**config.mk**
```make
export PLATFORM = sky130hd
export DESIGN_NAME = acsb_csr
export DESIGN_NICKNAME = d
export VERILOG_FILES = /design/src/hdl/acsb_pkg.sv /design/src/hdl/acsb_csr.sv
export SDC_FILE = /design/constraint.sdc
export NUM_CORES = 1
export LEC_CHECK = 0
export BUFFER_PORTS_ARGS = -buffer_cell sky130_fd_sc_hd__buf_4
export CORE_UTILIZATION = 35
export CTS_CLUSTER_SIZE = 8
export DETAILED_ROUTE_END_ITERATION = 10
export PLACE_DENSITY = 0.61
export SLEW_MARGIN = 20
export SYNTH_ARGS = -nofsm -noshare
export SYNTH_HDL_FRONTEND = slang
export SYNTH_SLANG_ARGS = --single-unit
```
**constraint.sdc**
```tcl
create_clock -name clock -period 1.85 [get_ports clock]
set_clock_uncertainty 0.1 [all_clocks]
set_input_delay 0.37 -clock clock [delete_from_list [all_inputs] [get_ports clock]]
set_output_delay 0.37 -clock clock [all_outputs]
set_load 0.01 [all_outputs]
```
**src/hdl/acsb_pkg.sv**
```systemverilog
package acsb_pkg;

   localparam int unsigned CORDIC_STEPS_DEF = 20;
   localparam int unsigned SAMPLE_BITS_DEF  = 24;

   localparam int unsigned ANGLE_BITS    = 32;
   localparam int unsigned GAIN_BITS     = 16;
   localparam int unsigned MIX_BITS      = 16;
   localparam int unsigned WEIGHT_BITS   = MIX_BITS + 1;
   localparam int unsigned LEVEL_BITS    = 15;
   localparam int unsigned CSR_ADDR_BITS = 4;
   localparam int unsigned CSR_DATA_BITS = 32;

   localparam logic [GAIN_BITS-1:0]          GAIN_RESET   = 16'd4096;
   localparam logic [MIX_BITS-1:0]           MIX_RESET    = 16'd20480;
   localparam logic signed [WEIGHT_BITS-1:0] UNITY_WEIGHT = 17'sd4096;
   localparam logic [LEVEL_BITS-1:0]         LEVEL_RESET  = 15'd16384;

   typedef enum logic [1:0] {
      REG_DRIVE_GAIN   = 2'd0,
      REG_MIX_AMOUNT   = 2'd1,
      REG_OUTPUT_LEVEL = 2'd2,
      REG_BYPASS       = 2'd3
   } acsb_reg_type;

   typedef struct packed {
      logic [GAIN_BITS-1:0]          drive_gain;
      logic [MIX_BITS-1:0]           mix_amount;
      logic signed [WEIGHT_BITS-1:0] dry_weight;
      logic [LEVEL_BITS-1:0]         output_level;
      logic                          bypass;
   } acsb_cfg_type;

   // atan(2^-i), 2^30 = pi/2
   function automatic logic signed [ANGLE_BITS-1:0] atan_step(input int unsigned i);
      logic signed [ANGLE_BITS-1:0] a;
      case (i)
         0:       a = 32'sh20000000;
         1:       a = 32'sh12E4051E;
         2:       a = 32'sh09FB385B;
         3:       a = 32'sh051111D4;
         4:       a = 32'sh028B0D43;
         5:       a = 32'sh0145D7E1;
         6:       a = 32'sh00A2F61E;
         7:       a = 32'sh00517C55;
         8:       a = 32'sh0028BE53;
         9:       a = 32'sh00145F2F;
         10:      a = 32'sh000A2F98;
         11:      a = 32'sh000517CC;
         12:      a = 32'sh00028BE6;
         13:      a = 32'sh000145F3;
         14:      a = 32'sh0000A2FA;
         15:      a = 32'sh0000517D;
         16:      a = 32'sh000028BE;
         17:      a = 32'sh0000145F;
         18:      a = 32'sh00000A30;
         19:      a = 32'sh00000518;
         20:      a = 32'sh0000028C;
         21:      a = 32'sh00000146;
         22:      a = 32'sh000000A3;
         23:      a = 32'sh00000051;
         24:      a = 32'sh00000029;
         25:      a = 32'sh00000014;
         26:      a = 32'sh0000000A;
         27:      a = 32'sh00000005;
         28:      a = 32'sh00000003;
         29:      a = 32'sh00000001;
         30:      a = 32'sh00000001;
         default: a = '0;
      endcase
      return a;
   endfunction

endpackage

```
**src/hdl/acsb_csr.sv**
```systemverilog
module acsb_csr (
   input  logic                                 clock,
   input  logic                                 reset,
   input  logic                                 csr_psel,
   input  logic                                 csr_penable,
   input  logic                                 csr_pwrite,
   input  logic [acsb_pkg::CSR_ADDR_BITS-1:0]   csr_paddr,
   input  logic [acsb_pkg::CSR_DATA_BITS-1:0]   csr_pwdata,
   output logic [acsb_pkg::CSR_DATA_BITS-1:0]   csr_prdata,
   output logic                                 csr_pready,
   output acsb_pkg::acsb_cfg_type               cfg
);
   import acsb_pkg::*;

   acsb_reg_type                  reg_sel;
   logic                          wr_en;
   logic [GAIN_BITS-1:0]          gain_ff, gain_in;
   logic [MIX_BITS-1:0]           mix_ff, mix_in;
   logic signed [WEIGHT_BITS-1:0] dry_ff, dry_in;
   logic [LEVEL_BITS-1:0]         level_ff, level_in;
   logic                          bypass_ff, bypass_in;

   assign reg_sel    = acsb_reg_type'(csr_paddr[3:2]);
   assign wr_en      = csr_psel & csr_penable & csr_pwrite;
   assign csr_pready = 1'b1;

   always_comb begin
      gain_in   = gain_ff;
      mix_in    = mix_ff;
      dry_in    = dry_ff;
      level_in  = level_ff;
      bypass_in = bypass_ff;
      if (wr_en) begin
         case (reg_sel)
            REG_DRIVE_GAIN: begin
               gain_in = csr_pwdata[GAIN_BITS-1:0];
            end
            REG_MIX_AMOUNT: begin
               mix_in = csr_pwdata[MIX_BITS-1:0];
               // keep the dry weight (1 - blend) ready for the datapath
               dry_in = UNITY_WEIGHT - $signed({1'b0, csr_pwdata[MIX_BITS-1:0]});
            end
            REG_OUTPUT_LEVEL: begin
               level_in = csr_pwdata[LEVEL_BITS-1:0];
            end
            REG_BYPASS: begin
               bypass_in = csr_pwdata[0];
            end
            default: begin
               gain_in = gain_ff;
            end
         endcase
      end
   end

   always_ff @(posedge clock) begin
      if (reset) begin
         gain_ff   <= GAIN_RESET;
         mix_ff    <= MIX_RESET;
         dry_ff    <= UNITY_WEIGHT - $signed({1'b0, MIX_RESET});
         level_ff  <= LEVEL_RESET;
         bypass_ff <= 1'b0;
      end else begin
         gain_ff   <= gain_in;
         mix_ff    <= mix_in;
         dry_ff    <= dry_in;
         level_ff  <= level_in;
         bypass_ff <= bypass_in;
      end
   end

   always_comb begin
      case (reg_sel)
         REG_DRIVE_GAIN:   csr_prdata = CSR_DATA_BITS'(gain_ff);
         REG_MIX_AMOUNT:   csr_prdata = CSR_DATA_BITS'(mix_ff);
         REG_OUTPUT_LEVEL: csr_prdata = CSR_DATA_BITS'(level_ff);
         REG_BYPASS:       csr_prdata = CSR_DATA_BITS'(bypass_ff);
         default:          csr_prdata = '0;
      endcase
   end

   assign cfg.drive_gain   = gain_ff;
   assign cfg.mix_amount   = mix_ff;
   assign cfg.dry_weight   = dry_ff;
   assign cfg.output_level = level_ff;
   assign cfg.bypass       = bypass_ff;

endmodule

```
## Word level (Yosys, flattened, before mapping)

Cells that the tools add are included.

- Output and inout port bits: 98
- Flip-flop bits (word level): 65
- Word-level logic and storage cells: 17
- Input bits: 41

- Bitwise operators: 2
- Equality and inequality tests: 3
- Reduce and logical (&&, ||, !) cells: 5
- $add $sub $neg: 1
- Mux-type cells: 1

Operators by type and width:

| kind | number |
|---|---|
| $pmux W32 S4 | 1 |
| $sub A13 B16 Y17 const A | 1 |
| $reduce_and A2 Y1 | 4 |
| $eq A2 B2 Y1 const B | 2 |
| $and A1 B1 Y1 | 2 |
| $eq A2 B1 Y1 const B | 1 |
| $logic_not A2 Y1 | 1 |

## Longest topological paths before layout

- Word-level depth: 3
- Gate-level depth with buffers: 7
- Depth with buffers taken out: 6

## Worst setup path before layout

Ideal clock, no wire load.

- Path type: input to output
- From: input port csr_paddr[2] in the netlist's numbering
- To: output port csr_prdata[10] in the netlist's numbering
- Buffers on the path: 2
- Path slack: 0.131 ns
- Data arrival time: 1.249 ns
- Stages on the path: 4
- Cells stage by stage: buf_2 buf_2 mux2i_1 o21ai_0

- Word-level cells in the longest chain between the ends: 2
- Elaborated cells on any way between the ends: 5
- Those cells by class: eq/ne (3); mux (1); reduce/logical (1)

RTL lines:

| element | RTL line | source |
|---|---|---|
| from (decl) | acsb_csr.sv:7 | `input logic [acsb_pkg::CSR_ADDR_BITS-1:0] csr_paddr,` |
| $eq A2 B2 Y1, or another cell as far along | acsb_csr.sv:73 | `case (reg_sel)` |
| $pmux W32 S4 * | acsb_csr.sv:73 |  |
| to (decl) | acsb_csr.sv:9 | `output logic [acsb_pkg::CSR_DATA_BITS-1:0] csr_prdata,` |

Every way passes the cells marked *; elsewhere a longest branch is shown, timed or not. The select of a mux whose other input is x is not followed.

## Worst setup path after layout

- From: register mix_ff[0]
- To: output port csr_prdata[0] in the netlist's numbering

- Word-level cells in the longest chain between the ends: 1

RTL lines:

| element | RTL line | source |
|---|---|---|
| from (decl) | acsb_csr.sv:18 | `logic [MIX_BITS-1:0] mix_ff, mix_in;` |
| from (signal assigned) | acsb_csr.sv:65 | `mix_ff <= mix_in;` |
| $pmux W32 S4 | acsb_csr.sv:73 |  |

No other way between the ends. The select of a mux whose other input is x is not followed.

==> flow_summary.yaml <==
clock_network:
  clock_path_buffers: 2
  clkTransAtPathRegs_ps: 70
  ctsHtreeMaxLevel: 3
  cts-root-buf: "clkbuf_8"
  cts_tree: "yes"
  clock_latency_ps: 330
  holdBufCountCts: 0
  cts_resized: 0
  numCtsBuffers: 9
  cts_num_sinks: 64
  post-cts-setup-buffers: 0
finish:
  layout_common_cells: "129 x nand2_1, 122 x buf_4, 64 x dfxtp_1, 55 x a21oi_1, 18 x o21ai_0"
  drive_above_1_share_pct: 28.9
  design_area_mm2: 0.00415
  fin_nets: 539
  n_antenna_cell: 0
  final_common_cell: "nand2_1"
  syn_to_final_growth_pct: 37.2
floorplanning:
  fp-row-count: 33
  core_area_mm2: 0.00830
  ios: 139
  die_w_um: 95.0
  start_util_pct: 36.5
  die_y_um: 95.0
  dieArea_mm2: 0.00902
min_path:
  hold_class: "input pin to flip-flop"
  hold_start: "csr_pwdata[14]"
pwr:
  ir_worst_vdd_mv: 0.407
  p_per_area_mw_per_mm2: 798
  p_leak_uw: 0.00174
  power.total_uw: 3310
worst_setup_path:
  crit_fanout: 4
  startpoint: "mix_ff[0]"
  worstPathRequired_ps: 1380
  endpoint_kind: "output port"
  cp-start-kind: "flip-flop"
  crit_buf_inv: 1
  critPathTopFamily: "multiplexers"
  critPathKind: "flip-flop to output port"
  slowest_stage: "mux4_2"
  r2r_start: "dry_ff[16]"
  crit_arrival_ps: 1290
  crit_path_cell_trace: "mux4_2, buf_4"
  slowest_delay_ps: 460
drt:
  drc: 0
  ant_nets: 0
  vias_per_cell: 4.91
  avgRoutedWirePerCell_um: 14.6
  routed_wl_mm: 8.85
  drt_first_pass_iters: 5
  vias: 2983
  drt_iter0_markers: 129
timing:
  layout_setup_ws_ps: 87.1
  rsz0062_at_grt: "no"
  drv_slew: 0
  finalCritPeriodShare_pct: 95.3
  setup_viol: 0
  clock.fmax_mhz: 567
  period_minus_slack_ps: 1760
  hold_viol: 0
  fin_tns_setup_ps: 0
grt:
  grt_pass1_vias: 2683
  grt_max_degree: 38
  grt_first_pass_wirelength_mm: 13.7
  antenna_found_initial: 0
  grt_use_total_pct: 20.4
  overflow: 0
outcome:
  status: "finished clean"
synthesis:
  syn_inst: 397
  synth.avg_cell_area_um2: 7.62
  async_flop_share_pct: 0
  seq_area_frac_synth_pct: 42.3
  yosysTopAreaCellShare_pct: 42.3
  ys_seq_elements: 64
  synth_top_area_cell: "dfxtp_1"
  synthTopCellsByArea: "dfxtp_1 42%, nand2_1 16%, a21oi_1 9.1%, mux2i_1 5.6%, buf_4 4.7%"
  synth_edf_count: 0
  ys_warn_count: 0
  synth_area_mm2: 0.00303
  ys_types: 38
  synth_flop_cell: "dfxtp_1"
placed_design:
  post_dp_cell_area_mm2: 0.00388
  dp_hpwl_mm: 6.36
  dp_slack_ps: 41.8
  place_congestion: 0.783
  portBuffers: 103
job:
  maxCapViolations: 0
-- final timing paths --
check                                     end  depth (start not counted)  slack, ps
worst max-delay path            csr_prdata[0]                          2         90
worst min-delay path               mix_ff[14]                          3        210
worst min register to register      dry_ff[6]                          2        350
worst max register to register     dry_ff[16]                          3        990
-- stage by stage --
step | utilization, % | instances | hold slack, ps
global route | 50.0 | 607 | 216
finish | 50.0 | 607 | 215
global placement | 46.8 | 591 | 344
floorplan | - | 412 | 376
CTS | 50.0 | 607 | 208
detailed placement | 46.8 | 591 | 348
-- synthesized netlist by cell type (2+ instances only) --
library cell,number
nand2_1,129
dfxtp_1,64
a21oi_1,55
clkbuf_1,22
buf_4,19
o21ai_0,18
mux2i_1,17
nor2_1,11
nand3b_1,8
buf_2,7
nand3_1,7
xor2_1,6
nor3_1,3
conb_1,2
inv_1,2
nand4_1,2
nor4_1,2
or3_1,2
xnor2_1,2
-- logic make-up (layout without fill, tap and decap cells) --
kind of cell | after synthesis | after routing | share of synthesized area (%)
adders and majority gates | 1 | 1 | 0.413
AOI/OAI and AO/OA | 80 | 80 | 13.8
and+or+nand+nor | 173 | 173 | 25.3
muxes | 18 | 18 | 6.37
other | 2 | 17 | 0.248
DFF | 64 | 64 | 42.3
buffers and inverters | 51 | 141 | 9.22
xor gates and xnor gates | 8 | 8 | 2.32
-- sequential cells by signal, summed over array words and instances (netlist names) --
| name | count |
|---|---|
| dry_ff | 16 |
| gain_ff | 16 |
| mix_ff | 16 |
| level_ff | 15 |
| bypass_ff | 1 |
-- layout make-up --
class,instances,area [um^2]
clock buffer,10,138
tap,105,131
sequential,64,1280
inverter,2,7.51
clock inverter,6,130
fill,818,4150
timing repair buffer,123,936
multi-input combinational,297,1530
-- layer usage --
| metal | part of all wire [%] | GRT usage [%] | vias up |
|---|---|---|---|
| li1 | - | - | 1478 |
| met1 | 44 | 25.8 | 1384 |
| met2 | 49 | 34.2 | 111 |
| met3 | 6.1 | 3.54 | 10 |
| met4 | 1.3 | 7.95 | 0 |
| met5 | 0 | 0 | - |
-- report_power, final --
part / total (uW) / internal (uW) / switching, uW
sequential: 1410 / 1400 / 15.4
combinational: 308 / 124 / 184
clock: 1590 / 1060 / 529
-- tightest hold or removal path, cell delays in order --
cell and delay, ps:
buf_4 130, nand2_1 50, nand3b_1 70
No activity file was read; power rests on OpenSTA's default activity.
